### src/xcpd_pkg.sv
// ----------------------------------------------------------------------------
// xcpd_pkg
// Shared types and constants of the start/length/XOR-checksum frame receiver.
// ----------------------------------------------------------------------------
package xcpd_pkg;

  localparam int unsigned MAX_PAYLOAD = 32;

  localparam logic [7:0]  START_MARKER_RST  = 8'd170;
  localparam logic [5:0]  LENGTH_LIMIT_RST  = 6'd32;
  localparam logic [15:0] TIMEOUT_TICKS_RST = 16'd10000;

  localparam int unsigned CFG_IDX_W  = 2;
  localparam int unsigned CFG_DATA_W = 16;

  localparam logic OP_BYTE = 1'b0;
  localparam logic OP_TICK = 1'b1;

  typedef enum logic [CFG_IDX_W-1:0] {
    CFG_START_MARKER  = 2'd0,
    CFG_LENGTH_LIMIT  = 2'd1,
    CFG_TIMEOUT_TICKS = 2'd2
  } cfg_idx_e;

  typedef enum logic [1:0] {
    ST_OK       = 2'd0,
    ST_LENGTH   = 2'd1,
    ST_CHECKSUM = 2'd2,
    ST_TIMEOUT  = 2'd3
  } status_e;

  typedef struct packed {
    logic    frame_clear;
    logic    start_load;
    logic    cmd_load;
    logic    len_load;
    logic    data_load;
    logic    sil_clear;
    logic    sil_inc;
    logic    rd_clear;
    logic    rd_next;
    logic    out_load;
    logic    out_end;
    status_e out_status;
  } cmd_t;

  typedef struct packed {
    logic start_hit;
    logic len_over;
    logic len_zero;
    logic data_done;
    logic xor_ok;
    logic timeout_hit;
    logic held_zero;
    logic rd_last;
    logic out_free;
  } stat_t;

endpackage

### src/xcpd_ctrl.sv
// ----------------------------------------------------------------------------
// xcpd_ctrl
// Frame sequencer: hunts for the start byte, walks the header, payload and
// checksum phases, and drives the buffer readout after a good frame.
// ----------------------------------------------------------------------------
module xcpd_ctrl
  import xcpd_pkg::*;
(
  input  logic  clk_i,
  input  logic  rst_ni,
  input  logic  in_valid_i,
  input  logic  operation_i,
  input  stat_t stat_i,
  output logic  in_stall_o,
  output cmd_t  cmd_o
);

  typedef enum logic [7:0] {
    S_HUNT     = 8'b0000_0001,
    S_CMD      = 8'b0000_0010,
    S_LEN      = 8'b0000_0100,
    S_DATA     = 8'b0000_1000,
    S_CHECK    = 8'b0001_0000,
    S_RD_ADDR  = 8'b0010_0000,
    S_RD_OUT   = 8'b0100_0000,
    S_FINISH   = 8'b1000_0000
  } state_e;

  state_e state_q, state_d;
  logic   taking;
  logic   accept;

  assign taking = (state_q == S_HUNT) || (state_q == S_CMD) || (state_q == S_LEN) ||
                  (state_q == S_DATA) || (state_q == S_CHECK);
  assign in_stall_o = !(taking && stat_i.out_free);
  assign accept = in_valid_i && !in_stall_o;

  always_comb begin
    state_d = state_q;
    cmd_o   = '0;
    cmd_o.out_status = ST_OK;
    unique case (state_q)
      S_HUNT: begin
        if (accept && operation_i == OP_BYTE && stat_i.start_hit) begin
          cmd_o.start_load = 1'b1;
          state_d = S_CMD;
        end
      end
      S_CMD, S_LEN, S_DATA, S_CHECK: begin
        if (accept && operation_i == OP_TICK) begin
          cmd_o.sil_inc = 1'b1;
          if (stat_i.timeout_hit) begin
            cmd_o.out_load    = 1'b1;
            cmd_o.out_end     = 1'b1;
            cmd_o.out_status  = ST_TIMEOUT;
            cmd_o.frame_clear = 1'b1;
            state_d = S_HUNT;
          end
        end else if (accept) begin
          cmd_o.sil_clear = 1'b1;
          if (state_q == S_CMD) begin
            cmd_o.cmd_load = 1'b1;
            state_d = S_LEN;
          end else if (state_q == S_LEN) begin
            cmd_o.len_load = 1'b1;
            if (stat_i.len_over) begin
              cmd_o.out_load    = 1'b1;
              cmd_o.out_end     = 1'b1;
              cmd_o.out_status  = ST_LENGTH;
              cmd_o.frame_clear = 1'b1;
              state_d = S_HUNT;
            end else if (stat_i.len_zero) begin
              state_d = S_CHECK;
            end else begin
              state_d = S_DATA;
            end
          end else if (state_q == S_DATA) begin
            cmd_o.data_load = 1'b1;
            if (stat_i.data_done) begin
              state_d = S_CHECK;
            end
          end else begin
            if (!stat_i.xor_ok) begin
              cmd_o.out_load    = 1'b1;
              cmd_o.out_end     = 1'b1;
              cmd_o.out_status  = ST_CHECKSUM;
              cmd_o.frame_clear = 1'b1;
              state_d = S_HUNT;
            end else begin
              cmd_o.rd_clear = 1'b1;
              state_d = stat_i.held_zero ? S_FINISH : S_RD_ADDR;
            end
          end
        end
      end
      S_RD_ADDR: begin
        state_d = S_RD_OUT;
      end
      S_RD_OUT: begin
        if (stat_i.out_free) begin
          cmd_o.out_load = 1'b1;
          cmd_o.rd_next  = 1'b1;
          state_d = stat_i.rd_last ? S_FINISH : S_RD_ADDR;
        end
      end
      S_FINISH: begin
        if (stat_i.out_free) begin
          cmd_o.out_load    = 1'b1;
          cmd_o.out_end     = 1'b1;
          cmd_o.out_status  = ST_OK;
          cmd_o.frame_clear = 1'b1;
          state_d = S_HUNT;
        end
      end
      default: begin
        state_d = S_HUNT;
      end
    endcase
  end

  always_ff @(posedge clk_i or negedge rst_ni) begin
    if (!rst_ni) begin
      state_q <= S_HUNT;
    end else begin
      state_q <= state_d;
    end
  end

endmodule

### src/xcpd_datapath.sv
// ----------------------------------------------------------------------------
// xcpd_datapath
// Configuration registers, frame header and checksum registers, silence
// counter, payload buffer and the result output register.
// ----------------------------------------------------------------------------
module xcpd_datapath
  import xcpd_pkg::*;
#(
  parameter int unsigned MaxPayload = MAX_PAYLOAD
) (
  input  logic                  clk_i,
  input  logic                  rst_ni,
  input  logic                  cfg_write_i,
  input  logic [CFG_IDX_W-1:0]  cfg_index_i,
  input  logic [CFG_DATA_W-1:0] cfg_data_i,
  input  logic [7:0]            rx_byte_i,
  input  cmd_t                  cmd_i,
  output stat_t                 stat_o,
  input  logic                  out_stall_i,
  output logic                  out_valid_o,
  output logic                  kind_o,
  output logic [1:0]            status_o,
  output logic [7:0]            command_code_o,
  output logic [7:0]            frame_length_o,
  output logic [4:0]            byte_index_o,
  output logic [7:0]            payload_byte_o,
  output logic                  last_o
);

  localparam int unsigned AddrW = (MaxPayload > 1) ? $clog2(MaxPayload) : 1;
  localparam int unsigned CntW  = $clog2(MaxPayload + 1);
  localparam logic [7:0]  MaxLen = 8'(MaxPayload);

  logic [7:0]      start_marker_q;
  logic [5:0]      length_limit_q;
  logic [15:0]     timeout_ticks_q;
  logic [7:0]      held_command_q;
  logic [7:0]      held_length_q;
  logic [CntW-1:0] payload_count_q;
  logic [7:0]      running_xor_q;
  logic [15:0]     silence_q;
  logic [AddrW-1:0] rd_idx_q;
  logic [7:0]      rdata_q;
  logic [7:0]      mem [MaxPayload];

  logic            out_valid_q;
  logic            out_kind_q;
  status_e         out_status_q;
  logic [7:0]      out_command_q;
  logic [7:0]      out_length_q;
  logic [4:0]      out_index_q;
  logic [7:0]      out_payload_q;

  logic [7:0]      limit_eff;
  logic [15:0]     sil_next;
  logic [15:0]     sil_limit;
  cfg_idx_e        cfg_idx;

  assign cfg_idx   = cfg_idx_e'(cfg_index_i);
  assign limit_eff = ({2'b00, length_limit_q} > MaxLen) ? MaxLen : {2'b00, length_limit_q};
  assign sil_next  = (silence_q == 16'hFFFF) ? silence_q : silence_q + 16'd1;
  assign sil_limit = (timeout_ticks_q == 16'd0) ? 16'd1 : timeout_ticks_q;

  assign stat_o.start_hit   = (rx_byte_i == start_marker_q);
  assign stat_o.len_over    = (rx_byte_i > limit_eff);
  assign stat_o.len_zero    = (rx_byte_i == 8'd0);
  assign stat_o.data_done   = ((8'(payload_count_q) + 8'd1) >= held_length_q);
  assign stat_o.xor_ok      = (rx_byte_i == running_xor_q);
  assign stat_o.timeout_hit = (sil_next >= sil_limit);
  assign stat_o.held_zero   = (held_length_q == 8'd0);
  assign stat_o.rd_last     = ((8'(rd_idx_q) + 8'd1) == held_length_q);
  assign stat_o.out_free    = !out_valid_q || !out_stall_i;

  always_ff @(posedge clk_i or negedge rst_ni) begin
    if (!rst_ni) begin
      start_marker_q  <= START_MARKER_RST;
      length_limit_q  <= LENGTH_LIMIT_RST;
      timeout_ticks_q <= TIMEOUT_TICKS_RST;
    end else if (cfg_write_i) begin
      unique case (cfg_idx)
        CFG_START_MARKER:  start_marker_q  <= cfg_data_i[7:0];
        CFG_LENGTH_LIMIT:  length_limit_q  <= cfg_data_i[5:0];
        CFG_TIMEOUT_TICKS: timeout_ticks_q <= cfg_data_i;
        default: ;
      endcase
    end
  end

  always_ff @(posedge clk_i or negedge rst_ni) begin
    if (!rst_ni) begin
      held_command_q  <= '0;
      held_length_q   <= '0;
      payload_count_q <= '0;
      running_xor_q   <= '0;
      silence_q       <= '0;
      rd_idx_q        <= '0;
    end else begin
      if (cmd_i.frame_clear) begin
        held_command_q  <= '0;
        held_length_q   <= '0;
        payload_count_q <= '0;
        running_xor_q   <= '0;
        silence_q       <= '0;
      end else begin
        if (cmd_i.start_load) begin
          held_command_q  <= '0;
          held_length_q   <= '0;
          payload_count_q <= '0;
          running_xor_q   <= rx_byte_i;
          silence_q       <= '0;
        end
        if (cmd_i.cmd_load) begin
          held_command_q <= rx_byte_i;
          running_xor_q  <= running_xor_q ^ rx_byte_i;
        end
        if (cmd_i.len_load) begin
          held_length_q   <= rx_byte_i;
          running_xor_q   <= running_xor_q ^ rx_byte_i;
          payload_count_q <= '0;
        end
        if (cmd_i.data_load) begin
          payload_count_q <= payload_count_q + CntW'(1);
          running_xor_q   <= running_xor_q ^ rx_byte_i;
        end
        if (cmd_i.sil_clear) begin
          silence_q <= '0;
        end else if (cmd_i.sil_inc) begin
          silence_q <= sil_next;
        end
      end
      if (cmd_i.rd_clear) begin
        rd_idx_q <= '0;
      end else if (cmd_i.rd_next) begin
        rd_idx_q <= rd_idx_q + AddrW'(1);
      end
    end
  end

  always_ff @(posedge clk_i) begin
    if (cmd_i.data_load) begin
      mem[payload_count_q[AddrW-1:0]] <= rx_byte_i;
    end
    rdata_q <= mem[rd_idx_q];
  end

  always_ff @(posedge clk_i or negedge rst_ni) begin
    if (!rst_ni) begin
      out_valid_q <= 1'b0;
    end else if (cmd_i.out_load) begin
      out_valid_q <= 1'b1;
    end else if (!out_stall_i) begin
      out_valid_q <= 1'b0;
    end
  end

  always_ff @(posedge clk_i) begin
    if (cmd_i.out_load) begin
      out_kind_q    <= cmd_i.out_end;
      out_status_q  <= cmd_i.out_end ? cmd_i.out_status : ST_OK;
      out_command_q <= held_command_q;
      out_length_q  <= cmd_i.len_load ? rx_byte_i : held_length_q;
      out_index_q   <= cmd_i.out_end ? 5'd0 : 5'(rd_idx_q);
      out_payload_q <= cmd_i.out_end ? 8'd0 : rdata_q;
    end
  end

  assign out_valid_o    = out_valid_q;
  assign kind_o         = out_kind_q;
  assign status_o       = out_status_q;
  assign command_code_o = out_command_q;
  assign frame_length_o = out_length_q;
  assign byte_index_o   = out_index_q;
  assign payload_byte_o = out_payload_q;
  assign last_o         = out_kind_q;

endmodule

### src/xor_checked_packet_deframer.sv
// ----------------------------------------------------------------------------
// xor_checked_packet_deframer
// Start/length/XOR-checksum frame receiver with payload buffer and readout.
// ----------------------------------------------------------------------------
// Received bytes and time ticks enter one item per clock while a frame is
// being hunted for or received, unless the result register is full and
// stalled downstream; the input also stalls during readout. After a good
// checksum the buffered payload is read out through the registered buffer
// read port, each byte through an address state and an output state, then
// the ok end result is sent. Error results (length too large, checksum
// mismatch, timeout) are registered and come out in the cycle after the
// item that causes them. Configuration writes are always taken.
module xor_checked_packet_deframer
  import xcpd_pkg::*;
#(
  parameter int unsigned MaxPayload = MAX_PAYLOAD
) (
  input  logic                  clk_i,
  input  logic                  rst_ni,
  input  logic                  cfg_valid_i,
  output logic                  cfg_ready_o,
  input  logic [CFG_IDX_W-1:0]  cfg_index_i,
  input  logic [CFG_DATA_W-1:0] cfg_data_i,
  input  logic                  in_valid_i,
  output logic                  in_stall_o,
  input  logic                  operation_i,
  input  logic [7:0]            rx_byte_i,
  output logic                  out_valid_o,
  input  logic                  out_stall_i,
  output logic                  kind_o,
  output logic [1:0]            status_o,
  output logic [7:0]            command_code_o,
  output logic [7:0]            frame_length_o,
  output logic [4:0]            byte_index_o,
  output logic [7:0]            payload_byte_o,
  output logic                  last_o
);

  cmd_t  cmd;
  stat_t stat;

  assign cfg_ready_o = 1'b1;

  xcpd_ctrl u_ctrl (
    .clk_i       (clk_i),
    .rst_ni      (rst_ni),
    .in_valid_i  (in_valid_i),
    .operation_i (operation_i),
    .stat_i      (stat),
    .in_stall_o  (in_stall_o),
    .cmd_o       (cmd)
  );

  xcpd_datapath #(
    .MaxPayload (MaxPayload)
  ) u_datapath (
    .clk_i          (clk_i),
    .rst_ni         (rst_ni),
    .cfg_write_i    (cfg_valid_i && cfg_ready_o),
    .cfg_index_i    (cfg_index_i),
    .cfg_data_i     (cfg_data_i),
    .rx_byte_i      (rx_byte_i),
    .cmd_i          (cmd),
    .stat_o         (stat),
    .out_stall_i    (out_stall_i),
    .out_valid_o    (out_valid_o),
    .kind_o         (kind_o),
    .status_o       (status_o),
    .command_code_o (command_code_o),
    .frame_length_o (frame_length_o),
    .byte_index_o   (byte_index_o),
    .payload_byte_o (payload_byte_o),
    .last_o         (last_o)
  );

endmodule
### config.mk
export PLATFORM = sky130hd
export DESIGN_NAME = xor_checked_packet_deframer
export DESIGN_NICKNAME = d
export VERILOG_FILES = /design/src/xcpd_pkg.sv /design/src/xcpd_ctrl.sv /design/src/xcpd_datapath.sv /design/src/xor_checked_packet_deframer.sv
export SDC_FILE = /design/constraint.sdc
export NUM_CORES = 1
export LEC_CHECK = 0
export BUFFER_PORTS_ARGS = -buffer_cell sky130_fd_sc_hd__buf_2
export CAP_MARGIN = 20
export CORE_MARGIN = 8
export CORE_UTILIZATION = 45
export DETAILED_ROUTE_END_ITERATION = 10
export PLACE_DENSITY_LB_ADDON = 0.2
export SLEW_MARGIN = 20
export SYNTH_ARGS = -nofsm -noshare
export SYNTH_HDL_FRONTEND = slang
export SYNTH_HIERARCHICAL = 1
export SYNTH_SLANG_ARGS = --single-unit
### constraint.sdc
create_clock -name clk_i -period 4.9 [get_ports clk_i]
set_clock_uncertainty 0.1 [all_clocks]
set_input_delay 0.98 -clock clk_i [delete_from_list [all_inputs] [get_ports clk_i]]
set_output_delay 0.98 -clock clk_i [all_outputs]
set_load 0.01 [all_outputs]
==> metrics.md <==
| Metric | Value |
|---|---|
| Tot GR Track Use | `between 10% and 20%` |
| Maximum root-to-sink buffer count | `3` |
| Synthesized net count | `1289` |
| Ys async rst share | `23.3%` |
| Clock latency on the worst-skew pair | `0.54 ns` |
| First-pass GRT wire length | `around 63000 um` |
| Max-cap viol count | `0` |
| I/O Pins | `68` |
| HP Class | `register to register` |
| Total Neg Setup Slack | `0 ns` |
| DRT Wirelength | `41100 um` |
| Core box area | `37700 um2` |
| Hold buffer count at cts | `0` |
| Starting Density | `45.7%` |
| Worst Setup Path Type | `register to register` |
| Dominant synthesized flop cell | `edfxtp_1` |
| PwrDens | `366 nW/um2` |
| Most frequent cells in the layout | `288 x edfxtp_1, 80 x nor2_1, 78 x nand2_1` |
| Synth Register Bits | `386` |
| Seq/Total Area, Yosys | `64.3%` |
| Unrepaired setup endpoints after global routing | `no` |
| Synth Cell Area | `17200 um2` |
| Crit path time final | `4.44 ns` |
| Routability congestion estimate | `0.868` |
| Final core utilization | `51.8%` |
| Top post-synthesis cells by area | `edfxtp_1 50%, dfrtp_1 11%, mux4_2 4.2%, mux2_2 2.8%, ha_1 2.5%` |
| Fin. max-slew vios | `0` |
| Die area | `44800 um2` |
| Fmax | `0.225 GHz` |
| Relative slew margins | `between 30 and 40%` |
| Layout fillers | `3213` |
| Number of placement rows | `71` |
| DR pass1 iterations | `6` |
| Buffers on Ports | `66` |
| CTS tree | `built` |
| Vias in the first global route | `10583` |
| P&R area growth vs syn | `13.3%` |
| Simple-gate share of the synthesized area | `10.0%` |
| Leak | `6.84 nW` |
| Die Ht | `between 200 and 250 um` |
| Fin crit share | `90.6%` |
| Post-synthesis compound-gate area fraction | `8.20%` |
| Fin. Hold Viols | `0` |
| Unique masters post-synth | `82` |
| VDD IR max | `0.260 mV` |
| Final ANT Viol Nets | `0` |
| Overall Power | `7.15 mW` |
| # H-tree levels | `2` |
| Drt wl/cell | `22.3 um` |
| Share of layout cells above drive strength 1 | `21.3%` |
| Syn avg cell area | `14.1 um2` |
| Final setup fails | `0` |
| Worst Path Required | `~5.3 ns` |
| Dpl cells | `1770` |
| Startpoint Class | `register` |
| Top-area cell type share of the netlist area | `50.2%` |
| Die Wd | `212 um` |
| Synthesized netlist cell count | `about 1200` |
| Nets@finish | `between 1000 and 1500` |
| DR iter-0 viols | `approximately 900` |
| Synth area leader | `edfxtp_1` |
| Setup crit end kind | `register` |
| Status | `completed` |
| Post-Synth XOR/XNOR Area | `2.48%` |
| Main combinational cell family by area after synthesis | `simple AND/OR/NAND/NOR gates` |
| DR vias | `between 10000 and 15000` |
| Overflow after GRT | `0` |
| Crit path DAT | `approximately 4.8 ns` |
| Largest net degree at the start of global routing | `61` |
| Reg clk slew, reported paths | `0.06 ns` |
| Clock Tree Root | `clkbuf_16` |
| Slew @ Worst Pin | `around 0.94 ns` |
| TritonCTS buffer count | `41` |
| ANT cells | `0` |
| Mux share of post-synthesis cell area | `9.52%` |
| Synth Area in Adders | `2.54%` |
| Post-DP HPWL | `~27000 um` |
| Vias/cell | `roughly 5.6` |
| Antenna violations before repair | `4` |
| Commonest non-fill, non-tap cell in the layout | `edfxtp_1` |
| Crit path max fanout | `9` |
| Ys Warns | `6` |
| Finished Layout Cells | `approximately 1800` |
| DRC viols | `0` |
| Post-synth EDFFs | `288` |
| Number of clock sinks | `around 390` |
registers in the layout, indices dropped and copies added (netlist names), 2 cells and up:
| register | cells |
|---|---|
| u_datapath/command_code_o | 8 |
| u_datapath/status_o | 2 |
| u_datapath/timeout_ticks_q | 16 |
| u_datapath/start_marker_q | 8 |
| u_datapath/rdata_q | 8 |
| u_datapath/held_command_q | 8 |
| u_datapath/held_length_q | 8 |
| u_datapath/silence_q | 16 |
| u_datapath/payload_byte_o | 8 |
| u_datapath/running_xor_q | 8 |
| u_datapath/rd_idx_q | 5 |
| u_datapath/length_limit_q | 6 |
| u_ctrl/state_q | 8 |
| u_datapath/byte_index_o | 5 |
| u_datapath/mem | 256 |
| u_datapath/frame_length_o | 8 |
| u_datapath/payload_count_q | 6 |
power breakdown:
part	total, mW	internal (mW)	leakage (nW)	switching, mW
combinational	0.394	0.167	2.35	0.227
clock	3.10	1.83	0.662	1.26
sequential	3.66	3.60	3.82	0.0686
total	7.15	5.60	6.84	1.56
critical path, stage by stage (launching register included):
cell      delay, ns
dfrtp_1        0.43
ha_1           0.31
nand3_4        0.14
nor3_4         0.35
nand2_1        0.11
xnor2_1        0.32
ha_1           0.32
nand2_1        0.07
nor2_1         0.04
a211oi_1       0.27
a21oi_1        0.11
a211o_1        0.37
nor2b_4        0.18
a2111o_1       0.22
o21ai_4        0.08
nor2_1         0.22
and2_1         0.30
buf_4          0.21
a21oi_1        0.07
a31oi_1        0.14
stage by stage:
step / worst slack (ns) / area (um2) / hold slack, ns
finish: 0.458 / 19500 / 0.352
global route: 0.0783 / 19500 / 0.371
CTS: 0.383 / 19500 / 0.354
detailed placement: 0.400 / 18200 / 0.338
global placement: 0.544 / 18200 / 0.344
floorplan: 0.358 / 17200 / 0.326
layer usage:
metal  global-route usage, %  share of wire [%]  vias up
met1                    24.0                 43     5242
li1                        -                  -     4800
met3                    3.34                5.5       77
met2                    31.1                 49      298
met5                       0              0.066        -
met4                    5.75                2.9        4
final cells by class:
| type | instances | area, um2 | share of cell area, % |
|---|---|---|---|
| Clock buffer | 47 | 1070 | 5.48 |
| Clock inverter | 28 | 275 | 1.41 |
| Inverter | 36 | 135 | 0.692 |
| Multi-Input combinational cell | 731 | 5690 | 29.1 |
| Sequential cell | 386 | 11100 | 56.8 |
| Tap cell | 511 | 639 | 3.28 |
| Timing Repair Buffer | 106 | 633 | 3.24 |
worst paths after layout:
path	slack (ns)	end	startpoint	cells after the start
min in group asynchronous	0.43	u_datapath/timeout_ticks_q[7]$_DFFE_PN0P_	rst_ni	1
setup / recovery	0.46	u_datapath/silence_q[6]$_DFFE_PN0P_	u_datapath/silence_q[0]$_DFFE_PN0P_	19
max in group asynchronous	3.33	u_datapath/timeout_ticks_q[4]$_DFFE_PN1P_	rst_ni	2
hold / removal	0.35	u_datapath/command_code_o[4]$_DFFE_PP_	u_datapath/held_command_q[4]$_DFFE_PN0P_	0
hold reg to reg	0.35	u_datapath/command_code_o[4]$_DFFE_PP_	u_datapath/held_command_q[4]$_DFFE_PN0P_	0
setup reg to reg	0.46	u_datapath/silence_q[6]$_DFFE_PN0P_	u_datapath/silence_q[0]$_DFFE_PN0P_	19
repair_timing:
| item | in CTS | in global routing |
|---|---|---|
| setup buffers | 0 | 0 |
| gates resized for setup | 0 | 4 |
| endpoints found under the setup margin | 0 | 5 |
cell families (layout without fill, tap and decap cells):
logic type | after synthesis | after routing
compound gates | 201 | 201
xor+xnor | 48 | 48
fa+ha+maj | 35 | 35
buf+inv | 105 | 217
flops | 386 | 386
mux | 118 | 118
other cells | 1 | 1
simple gates | 328 | 328
synth_stat cells, types with 32 or more instances:
master,n
a21oi_1,40
dfrtp_1,79
edfxtp_1,288
ha_1,35
inv_1,36
mux2_2,43
mux2i_1,42
mux4_2,32
nand2_1,81
nor2_1,80
nor2b_1,35
xnor2_1,34
No activity file was read; power rests on OpenSTA's default activity.
